File: src/sv/sitp_pkg.sv
// Shared types and constants for the strict integer text parser.
// No dependencies; imported by every module of the block.
`default_nettype none

package sitp_pkg;

    // Parse phases of one string
    typedef enum logic [2:0] {
        PH_LEAD   = 3'd0,
        PH_FIRST  = 3'd1,
        PH_ZERO   = 3'd2,
        PH_PREFIX = 3'd3,
        PH_DIGITS = 3'd4,
        PH_ERROR  = 3'd5
    } phase_t;

    typedef enum logic [1:0] {
        RADIX_DEC = 2'd0,
        RADIX_HEX = 2'd1,
        RADIX_BIN = 2'd2
    } radix_t;

    // Register indexes
    localparam logic REG_SIGNED_MODE    = 1'b0;
    localparam logic REG_FALLBACK_VALUE = 1'b1;

    // ASCII codes
    localparam logic [7:0] CH_NUL   = 8'h00;
    localparam logic [7:0] CH_TAB   = 8'h09;
    localparam logic [7:0] CH_CR    = 8'h0D;
    localparam logic [7:0] CH_SPACE = 8'h20;
    localparam logic [7:0] CH_PLUS  = 8'h2B;
    localparam logic [7:0] CH_MINUS = 8'h2D;
    localparam logic [7:0] CH_0     = 8'h30;
    localparam logic [7:0] CH_9     = 8'h39;
    localparam logic [7:0] CH_UA    = 8'h41;
    localparam logic [7:0] CH_UB    = 8'h42;
    localparam logic [7:0] CH_UX    = 8'h58;
    localparam logic [7:0] CH_UZ    = 8'h5A;
    localparam logic [7:0] CH_LA    = 8'h61;
    localparam logic [7:0] CH_LB    = 8'h62;
    localparam logic [7:0] CH_LX    = 8'h78;
    localparam logic [7:0] CH_LZ    = 8'h7A;

    // Letter offsets: 'A' - 10 and 'a' - 10
    localparam logic [7:0] UPPER_OFS = 8'd55;
    localparam logic [7:0] LOWER_OFS = 8'd87;

    // Digit value of a byte that is not alphanumeric
    localparam logic [5:0] DIGIT_NONE = 6'd36;

    localparam logic [4:0] BASE_DEC = 5'd10;
    localparam logic [4:0] BASE_HEX = 5'd16;
    localparam logic [4:0] BASE_BIN = 5'd2;

    // Classified text byte, carried from front to back
    typedef struct packed {
        logic       is_term;
        logic       is_ws;
        logic       is_minus;
        logic       is_plus;
        logic       is_zero;
        logic       is_hex_mark;
        logic       is_bin_mark;
        logic [5:0] digit;
    } byte_class_t;

endpackage

`default_nettype wire

File: src/sv/strict_integer_text_parser.sv
// Top level of the strict integer text parser: APB register file, front
// classifier, byte queue and parse back end. Depends on sitp_pkg, sitp_front,
// sitp_queue and sitp_back.
`default_nettype none

// One text byte is accepted per beat on the input channel and the block
// sustains one byte per clock cycle while no terminator waits behind an
// untaken result. A zero byte ends a string and produces exactly one result
// beat: parse_ok, and either the parsed 32-bit pattern or the fallback_value
// register. Accepted bytes are classified on entry and held in a two-entry
// queue; the back end consumes one queued byte per cycle, a held terminator
// apart, through a single shift-add-compare step (base 2, 10 or 16 against
// the signed, negative or unsigned limit). A popped terminator's result beat
// is offered from an output register; only a terminator stalls behind a
// result not yet taken, and the queue takes input meanwhile until it is full.
// Register 0 (byte address 0) is signed_mode, register 1 (byte address 4) is
// fallback_value; write them only while no string is in flight.
module strict_integer_text_parser #(
    parameter int VALUE_BITS = 32
) (
    input  wire logic        clk,
    input  wire logic        rst_n,

    input  wire logic        psel,
    input  wire logic        penable,
    input  wire logic        pwrite,
    input  wire logic [2:0]  paddr,
    input  wire logic [31:0] pwdata,
    output logic [31:0]      prdata,
    output logic             pready,

    input  wire logic        in_valid,
    output logic             in_ready,
    input  wire logic [7:0]  text_byte,

    output logic             out_valid,
    input  wire logic        out_ready,
    output logic             parse_ok,
    output logic [31:0]      result_value
);
    import sitp_pkg::*;

    logic        signed_mode_reg;
    logic        fallback_value_reg_en;
    logic [31:0] fallback_value_reg;
    logic        cfg_write;
    logic        reg_sel;

    byte_class_t in_class;
    byte_class_t head;
    logic        head_valid;
    logic        pop;
    logic        push;

    // Register file: write on the access phase, pready tied high
    assign pready    = 1'b1;
    assign reg_sel   = paddr[2];
    assign cfg_write = psel && penable && pwrite;

    assign fallback_value_reg_en = cfg_write && (reg_sel == REG_FALLBACK_VALUE);

    always_ff @(posedge clk or negedge rst_n)
    begin
        if (!rst_n)
        begin
            signed_mode_reg    <= 1'b1;
            fallback_value_reg <= 32'd0;
        end
        else
        begin
            if (cfg_write && reg_sel == REG_SIGNED_MODE)
            begin
                signed_mode_reg <= pwdata[0];
            end
            if (fallback_value_reg_en)
            begin
                fallback_value_reg <= pwdata;
            end
        end
    end

    always_comb
    begin
        unique case (reg_sel)
            REG_SIGNED_MODE: prdata = {31'd0, signed_mode_reg};
            default:         prdata = fallback_value_reg;
        endcase
    end

    // Classify the incoming beat
    sitp_front u_front (
        .text_byte  (text_byte),
        .byte_class (in_class)
    );

    // Accept whenever the queue has room
    assign push = in_valid && in_ready;

    sitp_queue u_queue (
        .clk       (clk),
        .rst_n     (rst_n),
        .push      (push),
        .push_data (in_class),
        .not_full  (in_ready),
        .pop       (pop),
        .not_empty (head_valid),
        .head      (head)
    );

    // Run the parse and hold the result beat
    sitp_back #(
        .VALUE_BITS (VALUE_BITS)
    ) u_back (
        .clk            (clk),
        .rst_n          (rst_n),
        .signed_mode    (signed_mode_reg),
        .fallback_value (fallback_value_reg),
        .head_valid     (head_valid),
        .head           (head),
        .pop            (pop),
        .out_valid      (out_valid),
        .out_ready      (out_ready),
        .parse_ok       (parse_ok),
        .result_value   (result_value)
    );

endmodule

`default_nettype wire

File: src/sv/sitp_front.sv
// Front end: classifies each accepted text byte.
// Depends on sitp_pkg.
`default_nettype none

module sitp_front (
    input  wire logic [7:0]          text_byte,
    output sitp_pkg::byte_class_t    byte_class
);
    import sitp_pkg::*;

    logic [7:0] digit_wide;

    always_comb
    begin
        if (text_byte >= CH_0 && text_byte <= CH_9)
        begin
            digit_wide = text_byte - CH_0;
        end
        else if (text_byte >= CH_UA && text_byte <= CH_UZ)
        begin
            digit_wide = text_byte - UPPER_OFS;
        end
        else if (text_byte >= CH_LA && text_byte <= CH_LZ)
        begin
            digit_wide = text_byte - LOWER_OFS;
        end
        else
        begin
            digit_wide = {2'b00, DIGIT_NONE};
        end
    end

    always_comb
    begin
        byte_class.is_term     = (text_byte == CH_NUL);
        byte_class.is_ws       = (text_byte == CH_SPACE) ||
                                 (text_byte >= CH_TAB && text_byte <= CH_CR);
        byte_class.is_minus    = (text_byte == CH_MINUS);
        byte_class.is_plus     = (text_byte == CH_PLUS);
        byte_class.is_zero     = (text_byte == CH_0);
        byte_class.is_hex_mark = (text_byte == CH_LX) || (text_byte == CH_UX);
        byte_class.is_bin_mark = (text_byte == CH_LB) || (text_byte == CH_UB);
        byte_class.digit       = digit_wide[5:0];
    end

endmodule

`default_nettype wire

File: src/sv/sitp_queue.sv
// Two-entry queue of classified bytes between front and back.
// Depends on sitp_pkg.
`default_nettype none

module sitp_queue (
    input  wire logic                 clk,
    input  wire logic                 rst_n,
    input  wire logic                 push,
    input  wire sitp_pkg::byte_class_t push_data,
    output logic                      not_full,
    input  wire logic                 pop,
    output logic                      not_empty,
    output sitp_pkg::byte_class_t     head
);
    import sitp_pkg::*;

    byte_class_t entry_reg [2];
    logic        wr_ptr_reg;
    logic        wr_ptr_next;
    logic        rd_ptr_reg;
    logic        rd_ptr_next;
    logic [1:0]  count_reg;
    logic [1:0]  count_next;

    assign not_full  = (count_reg != 2'd2);
    assign not_empty = (count_reg != 2'd0);
    assign head      = entry_reg[rd_ptr_reg];

    always_comb
    begin
        wr_ptr_next = wr_ptr_reg ^ push;
        rd_ptr_next = rd_ptr_reg ^ pop;
        count_next  = count_reg + {1'b0, push} - {1'b0, pop};
    end

    always_ff @(posedge clk or negedge rst_n)
    begin
        if (!rst_n)
        begin
            wr_ptr_reg <= 1'b0;
            rd_ptr_reg <= 1'b0;
            count_reg  <= 2'd0;
        end
        else
        begin
            wr_ptr_reg <= wr_ptr_next;
            rd_ptr_reg <= rd_ptr_next;
            count_reg  <= count_next;
        end
    end

    // Payload: no reset
    always_ff @(posedge clk)
    begin
        if (push)
        begin
            entry_reg[wr_ptr_reg] <= push_data;
        end
    end

endmodule

`default_nettype wire

File: src/sv/sitp_back.sv
// Back end: parse state machine, digit accumulator with overflow check,
// and the result register. Depends on sitp_pkg.
`default_nettype none

module sitp_back #(
    parameter int VALUE_BITS = 32
) (
    input  wire logic                 clk,
    input  wire logic                 rst_n,
    input  wire logic                 signed_mode,
    input  wire logic [31:0]          fallback_value,
    input  wire logic                 head_valid,
    input  wire sitp_pkg::byte_class_t head,
    output logic                      pop,
    output logic                      out_valid,
    input  wire logic                 out_ready,
    output logic                      parse_ok,
    output logic [31:0]               result_value
);
    import sitp_pkg::*;

    localparam int WIDE = VALUE_BITS + 5;
    localparam int RW   = (VALUE_BITS > 32) ? VALUE_BITS : 32;

    phase_t                  phase_reg, phase_next, eff_phase;
    radix_t                  radix_reg, radix_next;
    logic [VALUE_BITS-1:0]   acc_reg, acc_next;
    logic                    neg_reg, neg_next;
    logic                    sign_reg, sign_next;

    logic                    out_valid_reg, out_valid_next;
    logic                    parse_ok_reg, parse_ok_next;
    logic [31:0]             result_value_reg, result_value_next;

    logic                    pop_term;
    logic [4:0]              base;
    logic [WIDE-1:0]         acc_w, prod_sum, limit, umax;
    logic                    digit_bad;
    logic [RW-1:0]           acc_ext, acc_neg;

    assign pop      = head_valid && (!head.is_term || !out_valid_reg || out_ready);
    assign pop_term = pop && head.is_term;

    // A minus seen while unsigned sends the string to failure
    assign eff_phase = (neg_reg && !signed_mode) ? PH_ERROR : phase_reg;

    // Digit step: acc * base + digit, checked against the active limit
    always_comb
    begin
        if (eff_phase == PH_PREFIX || eff_phase == PH_DIGITS)
        begin
            unique case (radix_reg)
                RADIX_HEX: base = BASE_HEX;
                RADIX_BIN: base = BASE_BIN;
                default:   base = BASE_DEC;
            endcase
        end
        else
        begin
            base = BASE_DEC;
        end

        acc_w = WIDE'(acc_reg);
        unique case (base)
            BASE_HEX: prod_sum = (acc_w << 4) + WIDE'(head.digit);
            BASE_BIN: prod_sum = (acc_w << 1) + WIDE'(head.digit);
            default:  prod_sum = (acc_w << 3) + (acc_w << 1) + WIDE'(head.digit);
        endcase

        umax = WIDE'({VALUE_BITS{1'b1}});
        if (neg_reg)
        begin
            limit = (umax >> 1) + WIDE'(1);
        end
        else if (signed_mode)
        begin
            limit = umax >> 1;
        end
        else
        begin
            limit = umax;
        end

        digit_bad = ({1'b0, head.digit} >= {2'b00, base}) || (prod_sum > limit);
    end

    // Next state of the string
    always_comb
    begin
        phase_next = phase_reg;
        radix_next = radix_reg;
        acc_next   = acc_reg;
        neg_next   = neg_reg;
        sign_next  = sign_reg;

        if (pop)
        begin
            if (head.is_term)
            begin
                phase_next = PH_LEAD;
                radix_next = RADIX_DEC;
                acc_next   = '0;
                neg_next   = 1'b0;
                sign_next  = 1'b0;
            end
            else
            begin
                phase_next = eff_phase;
                unique case (eff_phase)
                    PH_LEAD:
                    begin
                        if (head.is_ws)
                        begin
                            phase_next = PH_LEAD;
                        end
                        else if (head.is_minus)
                        begin
                            neg_next   = 1'b1;
                            sign_next  = 1'b1;
                            phase_next = signed_mode ? PH_FIRST : PH_ERROR;
                        end
                        else if (head.is_plus)
                        begin
                            sign_next  = 1'b1;
                            phase_next = PH_FIRST;
                        end
                        else if (head.is_zero)
                        begin
                            phase_next = PH_ZERO;
                        end
                        else
                        begin
                            radix_next = RADIX_DEC;
                            phase_next = digit_bad ? PH_ERROR : PH_DIGITS;
                            if (!digit_bad)
                            begin
                                acc_next = prod_sum[VALUE_BITS-1:0];
                            end
                        end
                    end
                    PH_FIRST:
                    begin
                        if (head.is_zero)
                        begin
                            phase_next = PH_ZERO;
                        end
                        else
                        begin
                            radix_next = RADIX_DEC;
                            phase_next = digit_bad ? PH_ERROR : PH_DIGITS;
                            if (!digit_bad)
                            begin
                                acc_next = prod_sum[VALUE_BITS-1:0];
                            end
                        end
                    end
                    PH_ZERO:
                    begin
                        if (head.is_hex_mark || head.is_bin_mark)
                        begin
                            if (sign_reg)
                            begin
                                phase_next = PH_ERROR;
                            end
                            else
                            begin
                                radix_next = head.is_hex_mark ? RADIX_HEX : RADIX_BIN;
                                phase_next = PH_PREFIX;
                            end
                        end
                        else
                        begin
                            radix_next = RADIX_DEC;
                            phase_next = digit_bad ? PH_ERROR : PH_DIGITS;
                            if (!digit_bad)
                            begin
                                acc_next = prod_sum[VALUE_BITS-1:0];
                            end
                        end
                    end
                    PH_PREFIX, PH_DIGITS:
                    begin
                        phase_next = digit_bad ? PH_ERROR : PH_DIGITS;
                        if (!digit_bad)
                        begin
                            acc_next = prod_sum[VALUE_BITS-1:0];
                        end
                    end
                    default:
                    begin
                        phase_next = PH_ERROR;
                    end
                endcase
            end
        end
    end

    // Result register
    always_comb
    begin
        acc_ext = RW'(acc_reg);
        acc_neg = -acc_ext;

        out_valid_next    = out_valid_reg;
        parse_ok_next     = parse_ok_reg;
        result_value_next = result_value_reg;

        if (pop_term)
        begin
            out_valid_next = 1'b1;
            if (eff_phase == PH_ZERO || eff_phase == PH_DIGITS)
            begin
                parse_ok_next     = 1'b1;
                result_value_next = neg_reg ? acc_neg[31:0] : acc_ext[31:0];
            end
            else
            begin
                parse_ok_next     = 1'b0;
                result_value_next = fallback_value;
            end
        end
        else if (out_ready)
        begin
            out_valid_next = 1'b0;
        end
    end

    always_ff @(posedge clk or negedge rst_n)
    begin
        if (!rst_n)
        begin
            phase_reg     <= PH_LEAD;
            radix_reg     <= RADIX_DEC;
            acc_reg       <= '0;
            neg_reg       <= 1'b0;
            sign_reg      <= 1'b0;
            out_valid_reg <= 1'b0;
        end
        else
        begin
            phase_reg     <= phase_next;
            radix_reg     <= radix_next;
            acc_reg       <= acc_next;
            neg_reg       <= neg_next;
            sign_reg      <= sign_next;
            out_valid_reg <= out_valid_next;
        end
    end

    always_ff @(posedge clk)
    begin
        parse_ok_reg     <= parse_ok_next;
        result_value_reg <= result_value_next;
    end

    assign out_valid    = out_valid_reg;
    assign parse_ok     = parse_ok_reg;
    assign result_value = result_value_reg;

    // A terminator always leaves a result behind it
    a_term_gives_result: assert property (@(posedge clk) disable iff (!rst_n)
        pop_term |=> out_valid_reg)
        else $error("terminator popped without a result");

    // A terminator returns the string state to its start
    a_term_clears: assert property (@(posedge clk) disable iff (!rst_n)
        pop_term |=> (phase_reg == PH_LEAD && acc_reg == '0 && !neg_reg && !sign_reg))
        else $error("string state not cleared after terminator");

    // Nothing accumulates before the number starts
    a_lead_empty: assert property (@(posedge clk) disable iff (!rst_n)
        (phase_reg == PH_LEAD) |-> (acc_reg == '0 && !sign_reg && radix_reg == RADIX_DEC))
        else $error("state held in leading whitespace phase");

endmodule

`default_nettype wire
File: config.mk
export PLATFORM = sky130hd
export DESIGN_NAME = strict_integer_text_parser
export DESIGN_NICKNAME = d
export VERILOG_FILES = /design/src/sv/sitp_pkg.sv /design/src/sv/strict_integer_text_parser.sv /design/src/sv/sitp_front.sv /design/src/sv/sitp_queue.sv /design/src/sv/sitp_back.sv
export SDC_FILE = /design/constraint.sdc
export NUM_CORES = 1
export LEC_CHECK = 0
export BUFFER_PORTS_ARGS = -buffer_cell sky130_fd_sc_hd__buf_2
export CAP_MARGIN = 20
export CORE_ASPECT_RATIO = 1.1
export CORE_MARGIN = 5
export CORE_UTILIZATION = 45
export CTS_CLUSTER_SIZE = 10
export DETAILED_ROUTE_END_ITERATION = 10
export HOLD_SLACK_MARGIN = 0.06
export SLEW_MARGIN = 10
export SYNTH_ARGS = -nofsm -noshare
export SYNTH_HDL_FRONTEND = slang
export SYNTH_SLANG_ARGS = --single-unit
File: constraint.sdc
create_clock -name clk -period 8.13 [get_ports clk]
set_clock_uncertainty 0.1 [all_clocks]
set_input_delay 1.626 -clock clk [delete_from_list [all_inputs] [get_ports clk]]
set_output_delay 1.626 -clock clk [all_outputs]
set_load 0.02 [all_outputs]
# Word-level counts from Yosys, hierarchy flattened
# Memory sizes are Yosys's and may differ from the RTL's.
# Cells that the tools add are included.
# classes
add_sub_neg	10
magnitude_cmp	10
n_eq_ne	23
muxes	53
bitwise_logic	3
reduce_logical	38
# ops
cell	count
32-bit two-way mux	11
32-bit case mux with 4 select lines	1
37-bit case mux with 2 select lines	1
36-bit by 6-bit adder with 37-bit output	1
37-bit by 6-bit adder with 37-bit output	1
37-bit > comparator	1
37-bit two-way mux	1
35-bit by 33-bit adder with 36-bit output	1
33-bit by 6-bit adder with 34-bit output	1
8-bit by 6-bit == test with 1-bit output, second input constant	4
8-bit by 7-bit == test with 1-bit output, second input constant	4
32-bit negator	1
3-bit two-way mux	9
6-bit two-way mux	3
8-bit by 7-bit greater-or-equal comparator with 1-bit output, second input constant	2
8-bit by 7-bit <= comparator with 1-bit output, second input constant	2
2-bit two-way mux	8
1-bit two-way mux	15
1-bit logical AND	12
3-bit by 2-bit inequality test with 1-bit output, second input constant	4
3-bit case mux with 4 select lines	1
6-bit AND reduction	2
6-bit subtractor, second input constant	2
5-bit case mux with 2 select lines	1
32 further kinds	48
# totals
regBits	110
mem_bits_rw	26
inputBits	50
out_inout_bits	68
word_cells	151
memories	1
# mem_list
name	depth	word_bits	read_ports	rd_ports_with_merged_regs	wr	line_no	text
u_queue.entry_reg	2	13	1	0	1	sitp_queue.sv:17	byte_class_t entry_reg [2];

# Logic depth before layout (Yosys ltp)
# Gate-level depths: netlist (run 1).
# depth
word_depth	17
mapped_depth	29
depth_no_buf	26

# By module
# Synthesis (run 1) repeated with hierarchy kept, for this count alone.
# hier_totals
hier_cells	1388
area_unflattened_um2	12607.1
# by_module_without_submodules
module	n_inst	cells_per_inst	area_each_um2	seq_area_each_um2
sitp_back	1	1153	9351.5	1991.9
strict_integer_text_parser	1	109	1609.0	827.0
sitp_queue	1	56	1148.6	880.8
sitp_front	1	70	498.0	0.0

# Least setup slack after synthesis (run 1)
# OpenSTA, ideal clock, no wires.
# synth_path
path_kind	register to register
startpoint	register u_queue.rd_ptr_reg
endpoint	register u_back.acc_reg[31], in the netlist u_back.acc_ext[31]
setup_time_ns	0.078
t_arrival_ns	5.785
required_time_ns	7.952
slack_ns	2.168
path_stages_with_launch	26
n_path_buf	4
period_less_slack_ns	5.962
cell_sequence	dfrtp_1 > clkbuf_1 > buf_2 > mux2_2 > ha_1 > a21oi_1 > o21ai_0 > nor2_1 > nor2_1 > nand2_1 > or4_1 > nor3_1 > nand4_1 > xor2_1 > a21oi_1 > ha_1 > a2111oi_0 > o21ai_0 > a21oi_1 > a211o_1 > o2111ai_1 > a31o_2 > a2111oi_2 > buf_4 > buf_6 > o2bb2ai_1
# synth_via
elab_chain_len	12
elab_cells_between_ends	27
cone_classes	add/sub (3); order compare (2); eq/ne (4); mux (9); reduce/logical (8); memory (1)
# synth_lines
element	line_no	text
from (decl)	sitp_queue.sv:20	logic rd_ptr_reg;
from (signal assigned)	sitp_queue.sv:47	rd_ptr_reg <= rd_ptr_next;
memory read 2 x 13 bit (*)	n/a	
37-bit by 6-bit adder with 37-bit output (tied with other cells)	sitp_back.sv:67	default: prod_sum = (acc_w << 3) + (acc_w << 1) + WIDE'(head.digit);
37-bit case mux with 2 select lines	sitp_back.sv:64	unique case (base)
37-bit > comparator	sitp_back.sv:84	digit_bad = ({1'b0, head.digit} >= {2'b00, base}) || (prod_sum > limit);
1-bit logical OR	sitp_back.sv:84	
32-bit two-way mux	n/a	
32-bit two-way mux	sitp_back.sv:143	if (head.is_zero)
32-bit two-way mux	sitp_back.sv:122	else if (head.is_plus)
32-bit two-way mux	sitp_back.sv:116	else if (head.is_minus)
32-bit two-way mux	sitp_back.sv:112	if (head.is_ws)
32-bit case mux with 4 select lines	sitp_back.sv:109	unique case (eff_phase)
32-bit two-way mux	sitp_back.sv:98	if (head.is_term)
to (signal assigned)	sitp_back.sv:243	acc_reg <= acc_next;
to (decl)	sitp_back.sv:27	logic [VALUE_BITS-1:0] acc_reg, acc_next;
# Mark *: on every way between the ends. The rest lies on a longest branch, timed or not. The select of a mux whose other input is x is not followed.
# A chain may end at the register's enable or synchronous reset.

# Worst setup path in the final report (run 1)
# layout_path
startpoint	register u_back.acc_reg[2], in the netlist u_back.acc_ext[2]
endpoint	register u_back.acc_reg[16], in the netlist u_back.acc_ext[16]
# layout_via
elab_chain_len	12
elab_cells_between_ends	15
cone_classes	add/sub (4); order compare (1); mux (9); reduce/logical (1)
# layout_lines
element	line_no
35-bit by 33-bit adder with 36-bit output	sitp_back.sv:67
37-bit by 6-bit adder with 37-bit output	sitp_back.sv:67
37-bit case mux with 2 select lines (*)	sitp_back.sv:64
37-bit > comparator	sitp_back.sv:84
1-bit logical OR	sitp_back.sv:84
32-bit two-way mux (*)	n/a
32-bit two-way mux	sitp_back.sv:143
32-bit two-way mux	sitp_back.sv:122
32-bit two-way mux	sitp_back.sv:116
32-bit two-way mux	sitp_back.sv:112
32-bit case mux with 4 select lines (*)	sitp_back.sv:109
32-bit two-way mux (*)	sitp_back.sv:98
# Marks and branches as above.

==> run metrics, run 1 <==
Initial Utilization=45.5%; Worst R2R Path Depth=24; DRT Wirelength=34500 um; FMAX=0.140 GHz; Yosys top cell by area=dfrtp_1; setup ws final=0.999 ns; post-place setup slack=around 1.0 ns; top-count cell post-synth=nand2_1; PostCTS Resize Cnt=0; Hold EP=fallback_value_reg[24]; DRC=0; Post-Synthesis Cell Area=12200 um2; Slew Limit Headroom=38.1%; Routed WL per cell=18.5 um; hold depth=1; Die H=183 um; crit path buf inv count=2; routability cong.=just over 0.9; Final Cell Area=13500 um2; pwr dens=268 nW/um2; Placed Area=12900 um2; CTS sink cnt=136; critical setup path kind=flop to flop; Root Driver=clkbuf_16; number of core rows=63; Clock transition at path regs=~0.070 ns; critical path's slowest cell=dfrtp_1; Distinct cells, synth=75; die width=167 um; Max Cap Violations=0; Ports=118; DRT iter0 DRCs=slightly below 700; Via-to-Cell Ratio=5.79; Core Area=26800 um2; first-pass GRT wire length=~56000 um; RSZ-0062 raised after global routing=no; Tcrit/Tclk final=between 80 and 90%; top cells by area, synth=dfrtp_1, edfxtp_1, ha_1; Async SR Flop Fraction=56.6%; post-DP HPWL=25900 um; synthesized flop and latch total=136; crit-path cells=ha_1 > inv_1 > fa_1 > nand2b_1 > a21o_1 > a211oi_2 > a211oi_1 > nor4bb_1 > nand4_1 > nor3_1 > nand3_1 > xnor2_1 > mux2i_1 > ha_1 > nand4_1 > nor2_1 > nand3_1 > nor4_1 > a211o_1 > o2111ai_1 > a31o_2 > a2111oi_4 > buf_4 > o2bb2ai_1; Slew Limit Fails=0; layout cells sized above 1=14.7%; family with the most delay on the worst path=simple AND/OR/NAND/NOR gates; Area Growth Syn to Fin=10.9%; pin count of the biggest net entering global routing=65; I/O Buffers=114; maximum VDD drop=between 200 and 300 uV; Final Power=3.62 mW; register area share after synthesis=slightly above 30%; CP Capture Type=flop; # H-tree levels=4; vias in the first global route=10.5k; Tmin final=7.13 ns; Post-Syn Instances=1440; CTS tree=yes; Tot GR Track Use=about 22%; area share of the largest cell type after synthesis=around 16%; Synth Warn #=0; Max FO, Critical Path=29; Max Root-Sink Buffers=2; CP arrival=around 7.4 ns; Clk Latency, worst-skew pair=between 0.4 and 0.5 ns; CTS buffer count=17; Final setup viols=0; final hold viol count=0; Post-CTS Hold Fix Bufs=0; post-route antenna net violation count=0; Synth top cells by count=nand2_1, nor2_1, a21oi_1; initial antenna violation count=0; setup TNS=0 ns; vias=between 10k and 15k; Slew @ Worst Pin=between 0.9 and 1 ns; total grt overflow=0; register-to-register setup slack=1.0 ns; post-CTS setup repair buffer count=0; worst min-delay path class=flop to flop; status=finished clean; number of synthesized flops with an enable pin=between 50 and 60; reg2reg end=u_back.acc_ext[16]; Syn Area/Cell=8.46 um2; slowest cell delay on critical path=0.62 ns; First-pass DRT Iterations=5; fin nets=approximately 1.6k; Worst setup SP type=flop; worst hold start=fallback_value_reg[24]; leakage power=5.63 nW; die area=30500 um2; critical path required time=between 8 and 9 ns; Synth Flop Type=dfrtp_1; n_diodes=0; reg2reg start=u_back.acc_ext[2]; Syn Nets=1584
## metal layers
layer | share of wire (%) | up-vias | GRT usage (%)
met5 | 0 | - | 0
met4 | 1.7 | 0 | 5.37
met3 | 3.8 | 34 | 3.51
met2 | 53 | 191 | 41.0
met1 | 42 | 5225 | 27.2
li1 | - | 5357 | -
## per-stage QoR
step                      hold WS (ns)  std cells  utilization (%)
after floorplan                  0.387       1440                -
after global placement           0.406       1833             48.3
after detailed placement         0.410       1833             48.3
after CTS                        0.427       1865             50.4
after global routing             0.458       1865             50.4
final                            0.423       1865             50.4
## cells by family (layout without fill, tap and decap cells)
| logic type | count (synthesis) | after routing | share of synthesized area (%) |
|---|---|---|---|
| and+or+nand+nor | 523 | 523 | 20.9 |
| buffers and inverters | 127 | 195 | 4.32 |
| DFF | 136 | 136 | 30.4 |
| xor gates and xnor gates | 130 | 130 | 9.34 |
| AOI/OAI and AO/OA | 365 | 365 | 19.5 |
| muxes | 64 | 64 | 5.71 |
| adders and majority gates | 94 | 94 | 9.83 |
| other | 1 | 1 | 0.0308 |
## worst max path at each step
stage	from	endpoint	slack, ns	cells past startpoint
global placement	u_back.acc_ext[2]	u_back.acc_ext[28]	1.19	25
global route	u_back.acc_ext[2]	u_back.acc_ext[22]	0.39	25
detailed placement	u_back.acc_ext[2]	u_back.acc_ext[16]	1.03	25
finish	u_back.acc_ext[2]	u_back.acc_ext[16]	1.0	24
CTS	u_queue.rd_ptr_reg	u_back.acc_ext[16]	1.07	23
floorplan	u_queue.rd_ptr_reg	u_back.acc_ext[31]	2.17	25
## layout by cell type (no fill, tap or decap), types with 14 or more instances in the layout
cell type	count
nand2_1	143
nor2_1	135
buf_2	113
a21oi_1	102
ha_1	90
o21ai_0	82
dfrtp_1	75
xor2_1	74
edfxtp_1	59
xnor2_1	56
mux2_2	44
nand3_1	40
and2_1	39
inv_1	37
nor3_1	35
nand4_1	33
o2bb2ai_1	30
mux2i_1	20
a21o_1	17
clkbuf_16	17
o211ai_1	16
a211oi_1	14
## worst reg2reg max path: cells and delay by family, from the launching register on
family                   cells  cell delay (ns)
AO/OA/AOI/OAI                8             1.80
XOR/XNOR                     1             0.30
adder cells (fa/ha/maj)      3             1.00
buffers and inverters        2             0.47
flip-flops                   1             0.62
multiplexers                 1             0.18
AND/OR/NAND/NOR              9             2.56
## power breakdown
part | switching, mW | internal, mW
combinational | 1.08 | 0.623
clock | 0.346 | 0.435
sequential | 0.163 | 0.968
total | 1.59 | 2.03
## final cells by class
cell class / count / area, um2
Fill cell: 2645 / 13300
Multi-Input combinational cell: 1177 / 7990
Sequential cell: 136 / 3700
Timing Repair Buffer: 125 / 656
Tap cell: 357 / 447
Clock buffer: 17 / 425
Clock inverter: 15 / 153
Inverter: 38 / 143
Note: power is estimated with default switching activity, not from simulation.
==> run 2, diff against run 1 <==
Settings changed: CELL_PAD_IN_SITES_DETAIL_PLACEMENT from default to 1, CELL_PAD_IN_SITES_GLOBAL_PLACEMENT from default to 2, CORE_UTILIZATION 45 to 37, PLACE_DENSITY_LB_ADDON from default to 0.1.
==> run 2 against run 1 <==
Compared with the run above:
- critical path depth up 2
- combinational power up 5%
- routed wire length up 15%
- worst setup slack worse by 0.13 ns
- clock power up 7.2%
- register-to-register slack worse by 0.13 ns
- first-iteration DRC count down 43%
- design area up 1.5%
- count of clock-buffer cells in the layout up 8
- fmax down 1.8%
- total power up 3.5%
==> run metrics, run 2 (same netlist as run 1, synthesis figures left out) <==
status=finished clean; critical setup path kind=flop to flop; Slew @ Worst Pin=0.784 ns; worst min-delay path class=flop to flop; initial antenna violation count=0; met3 usage in global routing=4.77%; Tot GR Track Use=21.7%; CTS tree=yes; Max Root-Sink Buffers=2; commonest non-fill, non-tap cells in the layout=nand2_1, nor2_1, buf_2; register-to-register setup slack=about 0.87 ns; first-pass GRT wire length=64300 um; Area Growth Syn to Fin=12.5%; Slew Limit Fails=0; number of core rows=69; commonest non-fill, non-tap cell in the layout=nand2_1; # H-tree levels=4; Post-CTS Hold Fix Bufs=0; Root Driver=clkbuf_16; Max Cap Violations=0; First-pass DRT Iterations=4; Worst R2R Path Depth=26; critical path's slowest cell=or4_1; pin count of the biggest net entering global routing=65; Initial Utilization=37.5%; final hold viol count=0; DRC=0; vias=10.9k; FMAX=0.138 GHz; DRT iter0 DRCs=397; Max FO, Critical Path=29; post-route antenna net violation count=0; vias in the first global route=roughly 12k; Worst setup SP type=flop; grt met2 use=36.1%; die area=36700 um2; Die H=200 um; critical path required time=8.38 ns; GR Util met1=28.7%; pwr dens=273 nW/um2; post-DP HPWL=30300 um; routability cong.=0.844; PostCTS Resize Cnt=0; maximum VDD drop=174 uV; leakage power=5.69 nW; Core Area=32500 um2; Tcrit/Tclk final=89.3%; setup TNS=0 ns; Clock transition at path regs=0.06 ns; dpl cells=around 1.9k; GRT busiest layer=met2; Clk Latency, worst-skew pair=0.44 ns; Ports=118; Tmin final=a little over 7 ns; total grt overflow=0; Routed WL per cell=20.4 um; Final setup viols=0; slowest cell delay on critical path=0.67 ns; I/O Buffers=~110; CTS buffer count=17; CP Capture Type=flop; hold depth=1; fin nets=1647; RSZ-0062 raised after global routing=no; Slew Limit Headroom=46.3%; CP arrival=7.51 ns; post-CTS setup repair buffer count=0; n_diodes=0; CTS sink cnt=roughly 140; Hold EP=u_back.radix_reg[0]; reg2reg start=u_back.acc_ext[2]; DRT Wirelength=a little under 40000 um; reg2reg end=u_back.acc_ext[21]; layout cells sized above 1=15.1%; Via-to-Cell Ratio=5.62; die width=183 um; Layout Cells excl Fill=1942; worst hold start=u_back.radix_reg[0]
## run 2: cell count changes in the layout (fill, tap and decap cells not counted), sizes merged
cell / change
inv: -11
clkinv: +1
buf: +8
clkinvlp: +2
clkbuf: +8
## run 2: stage by stage
stage | power [mW] | cell area [um2] | hold WS [ns] | setup WS (ns) | util, %
floorplan | 2.36 | 12200 | 0.387 | 2.17 | -
global placement | 2.90 | 13100 | 0.408 | 1.04 | 40.3
detailed placement | 2.93 | 13100 | 0.411 | 0.858 | 40.3
CTS | 3.79 | 13700 | 0.424 | 0.825 | 42.3
global route | 4.05 | 13700 | 0.455 | 0.323 | 42.3
finish | 3.74 | 13700 | 0.422 | 0.868 | 42.3
## run 2: worst max-delay path by stage
stage	from	end	slack [ns]	cells past startpoint
2_1_floorplan	u_queue.rd_ptr_reg	u_back.acc_ext[31]	2.17	25
3_3_place_gp	u_back.acc_ext[2]	u_back.acc_ext[17]	1.04	25
3_5_place_dp	u_back.acc_ext[2]	u_back.acc_ext[12]	0.86	25
4_1_cts	u_back.acc_ext[2]	u_back.acc_ext[2]	0.83	26
5_1_grt	u_back.acc_ext[2]	u_back.acc_ext[12]	0.32	26
6_report	u_back.acc_ext[2]	u_back.acc_ext[21]	0.87	26
## run 2: final cells by class
class | instances | area [um2]
Fill cell | 3909 | 18700
Multi-Input combinational cell | 1177 | 7990
Sequential cell | 136 | 3700
Timing Repair Buffer | 133 | 716
Clock buffer | 25 | 559
Tap cell | 426 | 533
Inverter | 38 | 143
Clock inverter | 7 | 76.3
## run 2: worst max-delay path, delay by kind of cell (launching register included)
kind                       cells  cell delay (ns)
buffers and inverters          2             0.48
AOI/OAI and AO/OA              6             1.20
xor gates and xnor gates       2             0.43
DFF                            1             0.62
and+or+nand+nor               11             2.82
adders and majority gates      4             1.33
muxes                          1             0.18
## run 2: per-layer routing
metal,vias to the layer above,routed length [um]
li1,5387,-
met1,5303,18400
met2,175,18700
met3,42,1730
met4,0,786
met5,-,0
## run 2: report_power, final
part           leakage [nW]  switching (mW)  internal (mW)
combinational          3.84            1.15          0.627
sequential             1.55           0.159          0.968
clock                 0.308           0.326          0.511
total                  5.69            1.64           2.11
==> run 3, diff against run 2 <==
Settings changed: CORE_UTILIZATION 37 to 38, SYNTH_HIERARCHICAL from default to 1.
==> run 3 against run 2 <==
Compared with the run above:
- first-iteration DRC count rose by 6.3%
- cell count fell by 2.6%
- routed wire length grew 2.9%
- largest power group unchanged
- synthesized cell count is 3.6% lower
- via count decreased by 0.97%
- flip-flop and latch count is the same
- worst hold slack got worse by 0.025 ns
- sequential share of layout area down 0.63 points
- clock power shrank 0.6%
==> run metrics, run 3 <==
Synth top cells by count=ha_1, nor2_1, nand2_1; Placed Area=roughly 13000 um2; DRT iter0 DRCs=around 420; Yosys top cell by area=dfrtp_1; register area share after synthesis=29.3%; hold depth=2; I/O Buffers=114; Worst setup SP type=flop; commonest non-fill, non-tap cells in the layout=ha_1, buf_2, nor2_1; Area Growth Syn to Fin=11.4%; Synth Flop Type=dfrtp_1; total grt overflow=0; First-pass DRT Iterations=4; post-route antenna net violation count=0; DRC=0; pwr dens=340 nW/um2; met3 WL=between 800 and 900 um; leakage power=6.25 nW; Clock transition at path regs=around 0.060 ns; switching share of total power=47.1%; Max Cap Violations=0; Max FO, Critical Path=24; CTS sink cnt=approximately 140; Routed WL per cell=21.6 um; # H-tree levels=4; number of synthesized flops with an enable pin=59; Syn Nets=1561; maximum VDD drop=174 uV; Slew @ Worst Pin=roughly 1.1 ns; DRT Wirelength=40800 um; area share of the largest cell type after synthesis=15.1%; number of core rows=70; Hold EP=u_back/radix_reg[1]; Tmin final=7.05 ns; Root Driver=clkbuf_16; top-count cell post-synth=ha_1; CTS buffer count=17; Clk Latency, worst-skew pair=0.43 ns; final hold viol count=0; CP arrival=7.25 ns; CTS tree=yes; Seq pwr share=26.5%; worst min-delay path class=flop to flop; Synth Warn #=6; reg2reg end=u_back/acc_ext[3]; logic gate share of total power=between 50% and 60%; Worst R2R Path Depth=22; Core Area=approximately 33000 um2; vias=10.8k; vias in the first global route=11.4k; layout cells sized above 1=17.1%; Initial Utilization=38.2%; reg2reg start=u_queue/rd_ptr_reg; clock power share=~17%; die area=36900 um2; highest routed layer=met4; Async SR Flop Fraction=around 57%; Tot GR Track Use=22.0%; Via-to-Cell Ratio=5.71; die width=184 um; critical setup path kind=flop to flop; WL met1=16900 um; n_diodes=0; Final Cell Area=14000 um2; register-to-register setup slack=between 1 and 1.5 ns; post-CTS setup repair buffer count=0; Post-CTS Hold Fix Bufs=0; commonest non-fill, non-tap cell in the layout=ha_1; pin count of the biggest net entering global routing=65; Final setup viols=0; CP Capture Type=flop; top cells by area, synth=dfrtp_1, edfxtp_1, ha_1; Slew Limit Headroom=~28%; worst hold start=u_back/radix_reg[1]; post-DP HPWL=31600 um; first-pass GRT wire length=64700 um; fin nets=1620; RSZ-0062 raised after global routing=no; Die H=201 um; Post-Syn Instances=between 1k and 1.5k; PostCTS Resize Cnt=0; critical path required time=8.33 ns; setup TNS=0 ns; Max Root-Sink Buffers=2; synthesized flop and latch total=136; Slew Limit Fails=0; routability cong.=0.848; Ports=118; routed length on met2=22400 um; initial antenna violation count=0; FMAX=0.142 GHz; status=finished clean; internal cell power=~2.5 mW; P_sw=2.25 mW; Post-Synthesis Cell Area=approximately 13000 um2; Tcrit/Tclk final=between 80% and 90%; Syn Area/Cell=between 9 and 10 um2; Distinct cells, synth=94
-- run 3: cell count changes in the layout (fill, tap and decap cells not counted), moves of 13 or more --
cell,delta
ha_1,+27
mux2i_1,-17
o2bb2ai_1,-30
mux2_2,-25
mux2_4,+30
xor2_1,-21
a21oi_1,-13
nor2_1,-28
nor3_1,-14
nand2_1,-41
o21ai_0,-25
-- run 3: final cells by class --
| class | count | area [um2] |
|---|---|---|
| repair buffers | 133 | 716 |
| multi-input cells | 1111 | 8280 |
| clock inverters | 14 | 198 |
| clock buffers | 18 | 429 |
| well taps | 432 | 541 |
| flip-flops and latches | 136 | 3700 |
| fillers | 3806 | 19000 |
| inverters | 48 | 180 |
-- run 3: layer usage --
layer  GRT usage, %  vias to the layer above
met5              0                        -
met4           3.94                        0
met3           2.77                       27
met2           42.1                      114
met1           26.3                     5419
li1               -                     5241
-- run 3: per-stage QoR --
step | util, % | instances | hold WS (ns) | power (mW) | setup WS (ns)
floorplan | - | 1388 | 0.350 | 3.13 | 2.19
global placement | 40.6 | 1860 | 0.370 | 3.93 | 1.13
detailed placement | 40.6 | 1860 | 0.392 | 3.99 | 1.08
CTS | 42.5 | 1892 | 0.405 | 4.84 | 1.04
global route | 42.5 | 1892 | 0.428 | 5.16 | 0.647
finish | 42.5 | 1892 | 0.397 | 4.78 | 1.08
-- run 3: kinds of logic after synthesis --
group | synth area share, %
AOI/OAI and AO/OA | 19.7
xor gates and xnor gates | 8.04
other | 0.0297
DFF | 29.3
adders and majority gates | 12.6
and+or+nand+nor | 19.6
muxes | 5.51
buffers and inverters | 5.19
-- run 3: how the worst max path moves through the flow --
stage / slack [ns] / from / cells after the start / end
4_1_cts: 1.04 / u_queue/rd_ptr_reg / 22 / u_back/acc_ext[3]
3_3_place_gp: 1.13 / u_queue/rd_ptr_reg / 22 / u_back/acc_ext[4]
5_1_grt: 0.65 / u_queue/rd_ptr_reg / 22 / u_back/acc_ext[4]
2_1_floorplan: 2.19 / u_queue/rd_ptr_reg / 23 / u_back/acc_ext[19]
3_5_place_dp: 1.08 / u_queue/rd_ptr_reg / 22 / u_back/acc_ext[3]
6_report: 1.08 / u_queue/rd_ptr_reg / 22 / u_back/acc_ext[3]
-- run 3: critical path, stage by stage, from the launching register on --
cell       delay (ns)
dfrtp_1          0.43
mux2_2           0.45
fa_1             0.51
ha_1             0.36
o211ai_1         0.15
o211ai_2         0.26
a21oi_1          0.20
o21a_1           0.29
o41ai_2          0.62
xnor2_1          0.18
nor2_1           0.05
nor3_1           0.34
inv_1            0.09
ha_1             0.20
a2111oi_0        0.36
o21ai_0          0.20
o22ai_1          0.26
o311a_1          0.22
a31oi_1          0.16
nor3_1           0.23
o311ai_2         0.15
or2_1            0.60
a311o_1          0.51
-- run 3: power by group through the flow --
stage          Combinational (mW)  Sequential [mW]  Clock, mW
6_report                     2.68             1.27      0.832
5_1_grt                      2.97             1.30      0.884
4_1_cts                      2.72             1.27      0.848
3_5_place_dp                 2.71             1.29          0
3_3_place_gp                 2.65             1.28          0
2_1_floorplan                1.87             1.25          0
